File: src/hw/rtl/cdte_pkg.sv
// Shared types, constants and month tables for the civil date to epoch converter.
`default_nettype none

package cdte_pkg;

    // Year bias: a multiple of 400 that makes every shifted year non-negative.
    localparam logic [16:0] YEAR_BIAS   = 17'd32800;
    localparam logic [7:0]  BIAS_ERAS   = 8'd82;
    // floor(v / 25) == (v * RECIP_25) >> RECIP_SHIFT for v < 43690
    localparam logic [12:0] RECIP_25    = 13'd5243;
    localparam int          RECIP_SHIFT = 17;
    localparam logic [8:0]  YEARS_ERA   = 9'd400;
    localparam logic [17:0] ERA_DAYS    = 18'd146097;
    localparam logic [23:0] EPOCH_SHIFT = 24'd719468;
    // Folded bias: EPOCH_SHIFT + BIAS_ERAS * ERA_DAYS
    localparam logic [25:0] DAYS_BIAS   = 26'(EPOCH_SHIFT) + 26'(BIAS_ERAS) * 26'(ERA_DAYS);
    localparam logic [8:0]  DAYS_YEAR   = 9'd365;
    localparam logic [16:0] SEC_DAY     = 17'd86400;
    localparam logic [11:0] SEC_HOUR    = 12'd3600;
    localparam logic [5:0]  SEC_MIN     = 6'd60;

    typedef enum logic [1:0] {
        STATUS_OK        = 2'd0,
        STATUS_BAD_MONTH = 2'd1,
        STATUS_BAD_DAY   = 2'd2
    } status_t;

    // After the bias add and era quotient
    typedef struct packed {
        logic [16:0] ubias;
        logic [7:0]  era_q;
        logic [3:0]  month;
        logic [4:0]  day;
        logic [16:0] tod;
        status_t     status;
    } split_t;

    // Era quotient and year of era
    typedef struct packed {
        logic [7:0]  era_q;
        logic [8:0]  yoe;
        logic [3:0]  month;
        logic [4:0]  day;
        logic [16:0] tod;
        status_t     status;
    } era_t;

    // Day of era, day check done
    typedef struct packed {
        logic [7:0]  era_q;
        logic [17:0] doe;
        logic [16:0] tod;
        status_t     status;
    } doe_t;

    typedef struct packed {
        logic signed [24:0] days;
        logic [16:0]        tod;
        status_t            status;
    } days_t;

    function automatic logic [4:0] month_days(input logic [3:0] m);
        logic [4:0] len;
        case (m)
            4'd1:    len = 5'd31;
            4'd2:    len = 5'd28;
            4'd3:    len = 5'd31;
            4'd4:    len = 5'd30;
            4'd5:    len = 5'd31;
            4'd6:    len = 5'd30;
            4'd7:    len = 5'd31;
            4'd8:    len = 5'd31;
            4'd9:    len = 5'd30;
            4'd10:   len = 5'd31;
            4'd11:   len = 5'd30;
            4'd12:   len = 5'd31;
            default: len = 5'd0;
        endcase
        return len;
    endfunction

    // Days before the first of the month, counting from March 1
    function automatic logic [8:0] march_offset(input logic [3:0] m);
        logic [8:0] ofs;
        case (m)
            4'd3:    ofs = 9'd0;
            4'd4:    ofs = 9'd31;
            4'd5:    ofs = 9'd61;
            4'd6:    ofs = 9'd92;
            4'd7:    ofs = 9'd122;
            4'd8:    ofs = 9'd153;
            4'd9:    ofs = 9'd184;
            4'd10:   ofs = 9'd214;
            4'd11:   ofs = 9'd245;
            4'd12:   ofs = 9'd275;
            4'd1:    ofs = 9'd306;
            4'd2:    ofs = 9'd337;
            default: ofs = 9'd0;
        endcase
        return ofs;
    endfunction

endpackage

`default_nettype wire

File: src/hw/rtl/cdte_if.sv
// Valid/ready channel interfaces for date input and epoch result.
`default_nettype none

interface cdte_date_if;
    logic               valid;
    logic               ready;
    logic signed [15:0] year;
    logic [3:0]         month;
    logic [4:0]         day;
    logic [4:0]         hour;
    logic [5:0]         minute;
    logic [5:0]         second;

    modport source (output valid, year, month, day, hour, minute, second, input ready);
    modport sink   (input valid, year, month, day, hour, minute, second, output ready);
endinterface

interface cdte_epoch_if;
    logic                valid;
    logic                ready;
    logic signed [41:0]  epoch_seconds;
    logic signed [24:0]  epoch_days;
    cdte_pkg::status_t   status;

    modport source (output valid, epoch_seconds, epoch_days, status, input ready);
    modport sink   (input valid, epoch_seconds, epoch_days, status, output ready);
endinterface

`default_nettype wire

File: src/hw/rtl/cdte_era.sv
// Stages 1-2: month check, time of day, floor split of the year into era and year of era.
`default_nettype none

module cdte_era (
    input  wire logic          clk,
    input  wire logic          rst_n,
    cdte_date_if.sink          date,
    output logic               era_valid,
    input  wire logic          era_ready,
    output cdte_pkg::era_t     era
);

    logic               a_valid_reg;
    cdte_pkg::split_t   a_reg;
    cdte_pkg::split_t   a_next;
    logic               a_ready;

    logic               b_valid_reg;
    cdte_pkg::era_t     b_reg;
    cdte_pkg::era_t     b_next;
    logic               b_ready;

    logic signed [17:0] year_adj;
    logic [17:0]        ubias_wide;
    logic [25:0]        recip_prod;
    logic [16:0]        era_years;

    assign a_ready    = !a_valid_reg || b_ready;
    assign b_ready    = !b_valid_reg || era_ready;
    assign date.ready = a_ready;

    // Stage 1: year starts in March, bias to non-negative, divide by 400
    always_comb
    begin
        year_adj   = 18'(date.year) - ((date.month <= 4'd2) ? 18'sd1 : 18'sd0);
        ubias_wide = 18'(year_adj) + 18'(cdte_pkg::YEAR_BIAS);
        recip_prod = 26'(ubias_wide[16:4]) * 26'(cdte_pkg::RECIP_25);

        a_next.ubias  = ubias_wide[16:0];
        a_next.era_q  = recip_prod[cdte_pkg::RECIP_SHIFT +: 8];
        a_next.month  = date.month;
        a_next.day    = date.day;
        a_next.tod    = 17'(date.hour) * 17'(cdte_pkg::SEC_HOUR)
                      + 17'(date.minute) * 17'(cdte_pkg::SEC_MIN)
                      + 17'(date.second);
        a_next.status = (date.month == 4'd0 || date.month > 4'd12)
                      ? cdte_pkg::STATUS_BAD_MONTH : cdte_pkg::STATUS_OK;
    end

    always_ff @(posedge clk or negedge rst_n)
    begin
        if (!rst_n)
            a_valid_reg <= 1'b0;
        else if (a_ready)
            a_valid_reg <= date.valid;
    end

    always_ff @(posedge clk)
    begin
        if (a_ready && date.valid)
            a_reg <= a_next;
    end

    // Stage 2: remainder of the biased year
    always_comb
    begin
        era_years     = 17'(a_reg.era_q) * 17'(cdte_pkg::YEARS_ERA);
        b_next.era_q  = a_reg.era_q;
        b_next.yoe    = 9'(a_reg.ubias - era_years);
        b_next.month  = a_reg.month;
        b_next.day    = a_reg.day;
        b_next.tod    = a_reg.tod;
        b_next.status = a_reg.status;
    end

    always_ff @(posedge clk or negedge rst_n)
    begin
        if (!rst_n)
            b_valid_reg <= 1'b0;
        else if (b_ready)
            b_valid_reg <= a_valid_reg;
    end

    always_ff @(posedge clk)
    begin
        if (b_ready && a_valid_reg)
            b_reg <= b_next;
    end

    assign era_valid = b_valid_reg;
    assign era       = b_reg;

endmodule

`default_nettype wire

File: src/hw/rtl/cdte_days.sv
// Stages 3-4: leap rule and day check, day of era, then days since the epoch.
`default_nettype none

module cdte_days (
    input  wire logic           clk,
    input  wire logic           rst_n,
    input  wire logic           era_valid,
    output logic                era_ready,
    input  wire cdte_pkg::era_t era,
    output logic                days_valid,
    input  wire logic           days_ready,
    output cdte_pkg::days_t     days
);

    logic               c_valid_reg;
    cdte_pkg::doe_t     c_reg;
    cdte_pkg::doe_t     c_next;
    logic               c_ready;

    logic               d_valid_reg;
    cdte_pkg::days_t    d_reg;
    cdte_pkg::days_t    d_next;
    logic               d_ready;

    logic [8:0]         cal_yoe;
    logic               leap;
    logic [4:0]         month_len;
    logic [1:0]         centuries;
    logic [17:0]        doy;
    logic [25:0]        era_days;
    logic [25:0]        days_wide;

    assign c_ready   = !c_valid_reg || d_ready;
    assign d_ready   = !d_valid_reg || days_ready;
    assign era_ready = c_ready;

    // Stage 3
    always_comb
    begin
        // January and February sit in the previous shifted year
        if (era.month <= 4'd2)
            cal_yoe = (era.yoe == 9'd399) ? 9'd0 : era.yoe + 9'd1;
        else
            cal_yoe = era.yoe;
        leap = (cal_yoe[1:0] == 2'd0) && (cal_yoe != 9'd100) && (cal_yoe != 9'd200)
            && (cal_yoe != 9'd300);
        month_len = cdte_pkg::month_days(era.month)
                  + ((era.month == 4'd2 && leap) ? 5'd1 : 5'd0);

        centuries = 2'((era.yoe >= 9'd100) ? 1 : 0) + 2'((era.yoe >= 9'd200) ? 1 : 0)
                  + 2'((era.yoe >= 9'd300) ? 1 : 0);
        doy = 18'(cdte_pkg::march_offset(era.month)) + 18'(era.day) - 18'd1;

        c_next.era_q = era.era_q;
        c_next.doe   = 18'(era.yoe) * 18'(cdte_pkg::DAYS_YEAR) + 18'(era.yoe[8:2])
                     - 18'(centuries) + doy;
        c_next.tod   = era.tod;
        if (era.status == cdte_pkg::STATUS_OK && (era.day == 5'd0 || era.day > month_len))
            c_next.status = cdte_pkg::STATUS_BAD_DAY;
        else
            c_next.status = era.status;
    end

    always_ff @(posedge clk or negedge rst_n)
    begin
        if (!rst_n)
            c_valid_reg <= 1'b0;
        else if (c_ready)
            c_valid_reg <= era_valid;
    end

    always_ff @(posedge clk)
    begin
        if (c_ready && era_valid)
            c_reg <= c_next;
    end

    // Stage 4: result fits 25 bits signed, so modular math is exact
    always_comb
    begin
        era_days      = 26'(c_reg.era_q) * 26'(cdte_pkg::ERA_DAYS);
        days_wide     = era_days + 26'(c_reg.doe) - cdte_pkg::DAYS_BIAS;
        d_next.days   = $signed(days_wide[24:0]);
        d_next.tod    = c_reg.tod;
        d_next.status = c_reg.status;
    end

    always_ff @(posedge clk or negedge rst_n)
    begin
        if (!rst_n)
            d_valid_reg <= 1'b0;
        else if (d_ready)
            d_valid_reg <= c_valid_reg;
    end

    always_ff @(posedge clk)
    begin
        if (d_ready && c_valid_reg)
            d_reg <= d_next;
    end

    assign days_valid = d_valid_reg;
    assign days       = d_reg;

endmodule

`default_nettype wire

File: src/hw/rtl/cdte_secs.sv
// Stage 5: seconds from days and time of day, zeroing on error, output register.
`default_nettype none

module cdte_secs (
    input  wire logic            clk,
    input  wire logic            rst_n,
    input  wire logic            days_valid,
    output logic                 days_ready,
    input  wire cdte_pkg::days_t days,
    cdte_epoch_if.source         epoch
);

    logic                       e_valid_reg;
    logic signed [41:0]         secs_reg;
    logic signed [41:0]         secs_next;
    logic signed [24:0]         days_reg;
    logic signed [24:0]         days_next;
    cdte_pkg::status_t          status_reg;
    logic                       e_ready;
    logic signed [41:0]         day_secs;

    assign e_ready    = !e_valid_reg || epoch.ready;
    assign days_ready = e_ready;

    always_comb
    begin
        day_secs = 42'(days.days) * $signed({25'd0, cdte_pkg::SEC_DAY});
        if (days.status == cdte_pkg::STATUS_OK)
        begin
            secs_next = day_secs + $signed({25'd0, days.tod});
            days_next = days.days;
        end
        else
        begin
            secs_next = '0;
            days_next = '0;
        end
    end

    always_ff @(posedge clk or negedge rst_n)
    begin
        if (!rst_n)
            e_valid_reg <= 1'b0;
        else if (e_ready)
            e_valid_reg <= days_valid;
    end

    always_ff @(posedge clk)
    begin
        if (e_ready && days_valid)
        begin
            secs_reg   <= secs_next;
            days_reg   <= days_next;
            status_reg <= days.status;
        end
    end

    assign epoch.valid         = e_valid_reg;
    assign epoch.epoch_seconds = secs_reg;
    assign epoch.epoch_days    = days_reg;
    assign epoch.status        = status_reg;

endmodule

`default_nettype wire

File: src/hw/rtl/civil_date_to_epoch_seconds_top.sv
// Top level: civil UTC date and time to days and seconds since 1970-01-01.
//
//   channel  dir  handshake      payload
//   date     in   valid/ready    year, month, day, hour, minute, second
//   epoch    out  valid/ready    epoch_seconds, epoch_days, status
//
// Five register stages; one date per cycle while epoch is not stalled. An accepted date
// moves through stages 1 to 5 in order and is then shown on epoch.
// Each stage holds its own valid bit and fills bubbles even while the output waits.
// date.ready drops only when all five stages are full and epoch is stalled.
// Reset clears the valid bits only; the datapath registers are not reset.
`default_nettype none

module civil_date_to_epoch_seconds_top (
    input  wire logic       clk,
    input  wire logic       rst_n,
    cdte_date_if.sink       date,
    cdte_epoch_if.source    epoch
);

    logic                   era_valid;
    logic                   era_ready;
    cdte_pkg::era_t         era;
    logic                   days_valid;
    logic                   days_ready;
    cdte_pkg::days_t        days;

    cdte_era u_era (
        .clk       (clk),
        .rst_n     (rst_n),
        .date      (date),
        .era_valid (era_valid),
        .era_ready (era_ready),
        .era       (era)
    );

    cdte_days u_days (
        .clk        (clk),
        .rst_n      (rst_n),
        .era_valid  (era_valid),
        .era_ready  (era_ready),
        .era        (era),
        .days_valid (days_valid),
        .days_ready (days_ready),
        .days       (days)
    );

    cdte_secs u_secs (
        .clk        (clk),
        .rst_n      (rst_n),
        .days_valid (days_valid),
        .days_ready (days_ready),
        .days       (days),
        .epoch      (epoch)
    );

    // Errored transactions carry zero results
    assert property (@(posedge clk) disable iff (!rst_n)
        epoch.valid && epoch.status != cdte_pkg::STATUS_OK
        |-> epoch.epoch_seconds == 42'sd0 && epoch.epoch_days == 25'sd0)
        else $error("nonzero result on error status");

    // Seconds and days agree: remainder is a time of day within 17 bits
    assert property (@(posedge clk) disable iff (!rst_n)
        epoch.valid && epoch.status == cdte_pkg::STATUS_OK
        |-> (epoch.epoch_seconds - 42'(epoch.epoch_days) * 42'sd86400) >= 42'sd0
            && (epoch.epoch_seconds - 42'(epoch.epoch_days) * 42'sd86400) < 42'sd131072)
        else $error("seconds and days disagree");

    // Input backpressure only when the output is stalled
    assert property (@(posedge clk) disable iff (!rst_n)
        !date.ready |-> epoch.valid && !epoch.ready)
        else $error("input stalled with output free");

    // An accepted date, with epoch ready, shows up as a valid result
    assert property (@(posedge clk) disable iff (!rst_n)
        date.valid && date.ready && epoch.ready && $past(epoch.ready)
        |=> ##4 epoch.valid)
        else $error("pipeline lost a transaction");

endmodule

`default_nettype wire
File: src/flat_wrapper.sv
// flat-port wrapper written by rule: the top's interface ports become plain ports
module civil_date_to_epoch_seconds_top_flat 
  (clk, rst_n, date_valid, date_year, date_month, date_day, date_hour, date_minute, date_second, date_ready, epoch_valid, epoch_epoch_seconds, epoch_epoch_days, epoch_status, epoch_ready);
  cdte_date_if date_i ();
  cdte_epoch_if epoch_i ();
  input  wire logic clk;
  input  wire logic rst_n;
  input wire logic [$bits(date_i.valid)-1:0] date_valid;
  input wire logic [$bits(date_i.year)-1:0] date_year;
  input wire logic [$bits(date_i.month)-1:0] date_month;
  input wire logic [$bits(date_i.day)-1:0] date_day;
  input wire logic [$bits(date_i.hour)-1:0] date_hour;
  input wire logic [$bits(date_i.minute)-1:0] date_minute;
  input wire logic [$bits(date_i.second)-1:0] date_second;
  output wire logic [$bits(date_i.ready)-1:0] date_ready;
  output wire logic [$bits(epoch_i.valid)-1:0] epoch_valid;
  output wire logic [$bits(epoch_i.epoch_seconds)-1:0] epoch_epoch_seconds;
  output wire logic [$bits(epoch_i.epoch_days)-1:0] epoch_epoch_days;
  output wire logic [$bits(epoch_i.status)-1:0] epoch_status;
  input wire logic [$bits(epoch_i.ready)-1:0] epoch_ready;
  assign date_i.valid = date_valid;
  assign date_i.year = date_year;
  assign date_i.month = date_month;
  assign date_i.day = date_day;
  assign date_i.hour = date_hour;
  assign date_i.minute = date_minute;
  assign date_i.second = date_second;
  assign date_ready = date_i.ready;
  assign epoch_valid = epoch_i.valid;
  assign epoch_epoch_seconds = epoch_i.epoch_seconds;
  assign epoch_epoch_days = epoch_i.epoch_days;
  assign epoch_status = epoch_i.status;
  assign epoch_i.ready = epoch_ready;
  civil_date_to_epoch_seconds_top u_core (.clk(clk), .rst_n(rst_n), .date(date_i), .epoch(epoch_i));
endmodule
File: config.mk
export PLATFORM = sky130hd
export DESIGN_NAME = civil_date_to_epoch_seconds_top_flat
export DESIGN_NICKNAME = d
export VERILOG_FILES = /design/src/hw/rtl/cdte_pkg.sv /design/src/hw/rtl/cdte_if.sv /design/src/hw/rtl/cdte_era.sv /design/src/hw/rtl/cdte_days.sv /design/src/hw/rtl/cdte_secs.sv /design/src/hw/rtl/civil_date_to_epoch_seconds_top.sv /design/src/flat_wrapper.sv
export SDC_FILE = /design/constraint.sdc
export NUM_CORES = 1
export LEC_CHECK = 0
export BUFFER_PORTS_ARGS = -buffer_cell sky130_fd_sc_hd__buf_2
export CORE_MARGIN = 2
export CORE_UTILIZATION = 46
export CTS_BUF_LIST = sky130_fd_sc_hd__clkbuf_16
export CTS_CLUSTER_SIZE = 28
export DETAILED_ROUTE_END_ITERATION = 8
export PLACE_DENSITY = 0.62
export SLEW_MARGIN = 25
export SYNTH_ARGS = -nofsm -noshare
export SYNTH_HDL_FRONTEND = slang
export SYNTH_HIERARCHICAL = 1
export SYNTH_SLANG_ARGS = --single-unit
File: constraint.sdc
create_clock -name clk -period 6.3 [get_ports clk]
set_clock_uncertainty 0.05 [all_clocks]
set_input_delay 1.89 -clock clk [delete_from_list [all_inputs] [get_ports clk]]
set_output_delay 1.89 -clock clk [all_outputs]
set_load 0.01 [all_outputs]
==> metrics.md <==
| Metric | Value |
|---|---|
| Status | complete, but fails checks |
| Violated checks | setup timing |
| Clk sinks | 251 |
| Max Root-Sink Buffers | 3 |
| Setup WS pre-CTS | -2320 ps |
| Initial antenna violation count | 0 |
| Multi-input logic area | 17800 µm² |
| Register area share after synthesis | 0.276 |
| Gate count of the mapped netlist | 2598 |
| Seq cells post-synth | 251 |
| Crit. End Element | flip-flop |
| Initial Util | 0.464 |
| Design area | 31700 µm² |
| Number of enable flip-flop cells after synthesis | 246 |
| Drt wl/cell | 15.2 µm |
| Layout area overhead | 16.4% |
| Required @ worst endpoint | 6550 ps |
| Die area | 61200 µm² |
| Number of buffers created by CTS | 30 |
| Detailed-route via count | 18800 |
| Worst Path Arrival | 7910 ps |
| Util after Layout | 0.540 |
| RSZ-0062 raised after global routing | true |
| Nets | 3696 |
| HP Class | flip-flop to flip-flop |
| Core box area | 58800 µm² |
| Worst setup slack after layout | -1360 ps |
| Synth Cell Area | 27300 µm² |
| Asr flop ratio synth | 0.0199 |
| Setup CP Type | input port to flip-flop |
| Dpl hpwl | 47600 µm |
| Final Slew Violations | 0 |
| Drt drc | 0 |
| Clock root buffer master | clkbuf_16 |
| Top-area cell type share of the netlist area | 0.271 |
| CP top delay family | adder cells |
| Min Tclk post-route | 7660 ps |
| Critical path startpoint category | input port |
| Gpl congestion | 0.896 |
| Slowest stage delay, CP | 520 ps |
| Final antenna-violating net count | 0 |
| H-tree levels | 1 |
| Worst-path fanout max | 5 |
| Achievable Freq | 0.131 GHz |
| Placed Area | 30100 µm² |
| Fin crit share | 1.22 |
| Count of different cell masters after synthesis | 100 |
| Die Wd | 247 µm |
| Max_slew headroom | 0.486 |
| Worst-path clk slew | 60 ps |
| Main synth FF type | edfxtp_1 |
| Total congestion overflow | 0 |
| Post-Syn Nets | 3367 |
| Die Y-Extent | 247 µm |
| WP buf/inv | 8 |
| Final Hold Fails | 0 |
| Ratio of cells with drive above 1 in the final layout | 0.171 |
| Vias per cell | 5.05 |
| Port bufs | 116 |
| Initial DRC Count | 778 |
| TritonCTS clock tree | built |
| Setup Viol. Count Final | 8 |
| Syn_area_per_cell | 10.5 µm² |
| Reg area | 7510 µm² |
| WL final | 56600 µm |
| Gr usage total | 0.187 |
| Largest register FFs | 45 |
| Fillers | 5237 |
| Global-route wire length before repair | 93300 µm |
| Vias in the first global route | 19400 |
| Rows | 89 |
| Number of diodes | 0 |
| Critical path's slowest cell | fa_1 |
| MaxCap Viol Count | 0 |
| Transition time of the tightest slew-check pin | 768 ps |
| Synth top area cells | edfxtp_1, ha_1, fa_1, inv_1, xnor2_1 |
| Skew-Pair Late Insertion Delay | 600 ps |
| 1st-pass router iterations | 5 |
| Post-synth top area cell | edfxtp_1 |
| Synth warn | 6 |
| Largest net degree at the start of global routing | 46 |
| # IOs | 117 |
-- area by class of cell --
type                            count  area share
Clock buffer                       30      0.0237
Clock inverter                     26     0.00998
Inverter                          588      0.0696
Multi-Input combinational cell   1728       0.561
Sequential cell                   251       0.237
Tap cell                          773      0.0305
Timing Repair Buffer              328      0.0689
-- logic make-up (layout without fill, tap and decap cells) --
logic type / Yosys count / in the layout / share of synthesized area
AND/OR/NAND/NOR: 446 / 446 / 0.0861
XOR/XNOR: 148 / 148 / 0.0483
multiplexers: 10 / 10 / 0.00381
other: 1 / 1 / 0.000138
AO/OA/AOI/OAI: 400 / 400 / 0.100
buffers and inverters: 619 / 972 / 0.0870
adder cells (fa/ha/maj): 723 / 723 / 0.399
flip-flops: 251 / 251 / 0.276
-- metrics by stage --
| stage | hold WS (ps) | std cells | setup TNS, ps |
|---|---|---|---|
| after floorplan | 350 | 2598 | -13010 |
| after global placement | 351 | 3637 | -16390 |
| after detailed placement | 355 | 3637 | -17630 |
| after CTS | 364 | 3696 | -10060 |
| after global routing | 370 | 3724 | -12320 |
| final | 362 | 3724 | -10140 |
-- path summary, 6_finish.rpt --
| kind | cells after the start | slack, ps | start | end |
|---|---|---|---|---|
| max | 31 | -1360 | date_month[0] | u_core/u_era/a_reg[35]$_DFFE_PP_ |
| min | 0 | 360 | u_core/u_era/a_reg[13]$_DFFE_PP_ | u_core/u_era/era[13]$_DFFE_PP_ |
| max reg2reg | 27 | 270 | u_core/u_era/era[25]$_DFFE_PP_ | u_core/u_days/c_reg[33]$_DFFE_PP_ |
| min reg2reg | 0 | 360 | u_core/u_era/a_reg[13]$_DFFE_PP_ | u_core/u_era/era[13]$_DFFE_PP_ |
| max in group asynchronous | 1 | 4990 | rst_n | u_core/u_era/a_valid_reg$_DFFE_PN0N_ |
| min in group asynchronous | 1 | 1040 | rst_n | u_core/u_era/era_valid$_DFFE_PN0P_ |
-- synth_stat cells, drive strengths merged (4+ instances only) --
cell type and number:
nand3b 6, and2 48, nand2 79, and4 4
o21a 14, o311ai 6, nor3 36, a21oi 123
a21boi 4, xnor2 112, nand3 22, a221oi 6
or2 11, or4 6, o21bai 19, o31ai 4
nor2b 16, mux2i 7, o21ai 68, a211o 6
nor2 129, o221ai 5, nand2b 29, ha 480
o2111ai 5, fa 243, a21o 49, nor4 8
and3 14, nand4 18, o211ai 18, or3 8
a31oi 14, buf 15, a211oi 18, o41ai 4
inv 588, clkbuf 16, edfxtp 246, xor2 35
dfrtp 5
-- what timing repair did --
| action | 4_1_cts | 5_1_grt |
|---|---|---|
| setup endpoints to repair | 12 | 28 |
| hold buffers | 0 | 0 |
| gates resized for setup | 17 | 59 |
| buffers inserted | 3 | 28 |
| pin swaps | 5 | 33 |
-- metal layers --
| metal | vias up | routed length, µm | track usage |
|---|---|---|---|
| met2 | 274 | 28600 | 0.340 |
| met1 | 9100 | 25000 | 0.240 |
| met3 | 63 | 1990 | 0.0200 |
| li1 | 9362 | - | - |
| met4 | 0 | 1040 | 0.0396 |
| met5 | - | 0 | 0 |
-- layout by cell type, fill, tap and decap left out, drive strengths merged, types with 6 or more instances in the layout --
cell type | netlist | layout
fa | 243 | 243
clkinv | 0 | 15
a211oi | 18 | 18
nor3 | 36 | 36
xor2 | 35 | 35
a31oi | 14 | 14
o21bai | 19 | 19
and2 | 48 | 48
edfxtp | 246 | 246
nor4 | 8 | 8
a21oi | 123 | 123
a221oi | 6 | 6
clkbuf | 16 | 30
nand4 | 18 | 18
o21ai | 68 | 68
xnor2 | 112 | 112
a211o | 6 | 6
nor2 | 129 | 129
inv | 588 | 593
o311ai | 6 | 6
nand2b | 29 | 29
ha | 480 | 480
a21o | 49 | 49
or3 | 8 | 8
nand2 | 79 | 79
or4 | 6 | 6
o211ai | 18 | 18
buf | 15 | 328
nand3 | 22 | 22
o21a | 14 | 14
mux2i | 7 | 7
nor2b | 16 | 16
or2 | 11 | 11
nand3b | 6 | 6
and3 | 14 | 14
-- worst register-to-register path, stage by stage, from the launching register on --
cell and delay [ps]:
edfxtp_1 410, inv_2 90, ha_4 280, inv_1 40, mux2i_1 120, nor2_1 50
a31oi_1 190, ha_2 200, inv_1 50, ha_2 190, a211oi_4 210, nor2_1 90
nor2_2 170, xnor2_2 150, fa_1 470, fa_1 500, inv_1 60, fa_1 500
fa_1 550, inv_1 40, ha_1 320, o21a_1 180, o31a_1 120, o21ai_2 240
nand2b_4 100, a31oi_4 190, buf_4 140, xnor2_1 70
Power is left out: the tool's default activity adds up to more than one toggle a clock period on the data nets, which glitch-free logic cannot reach.
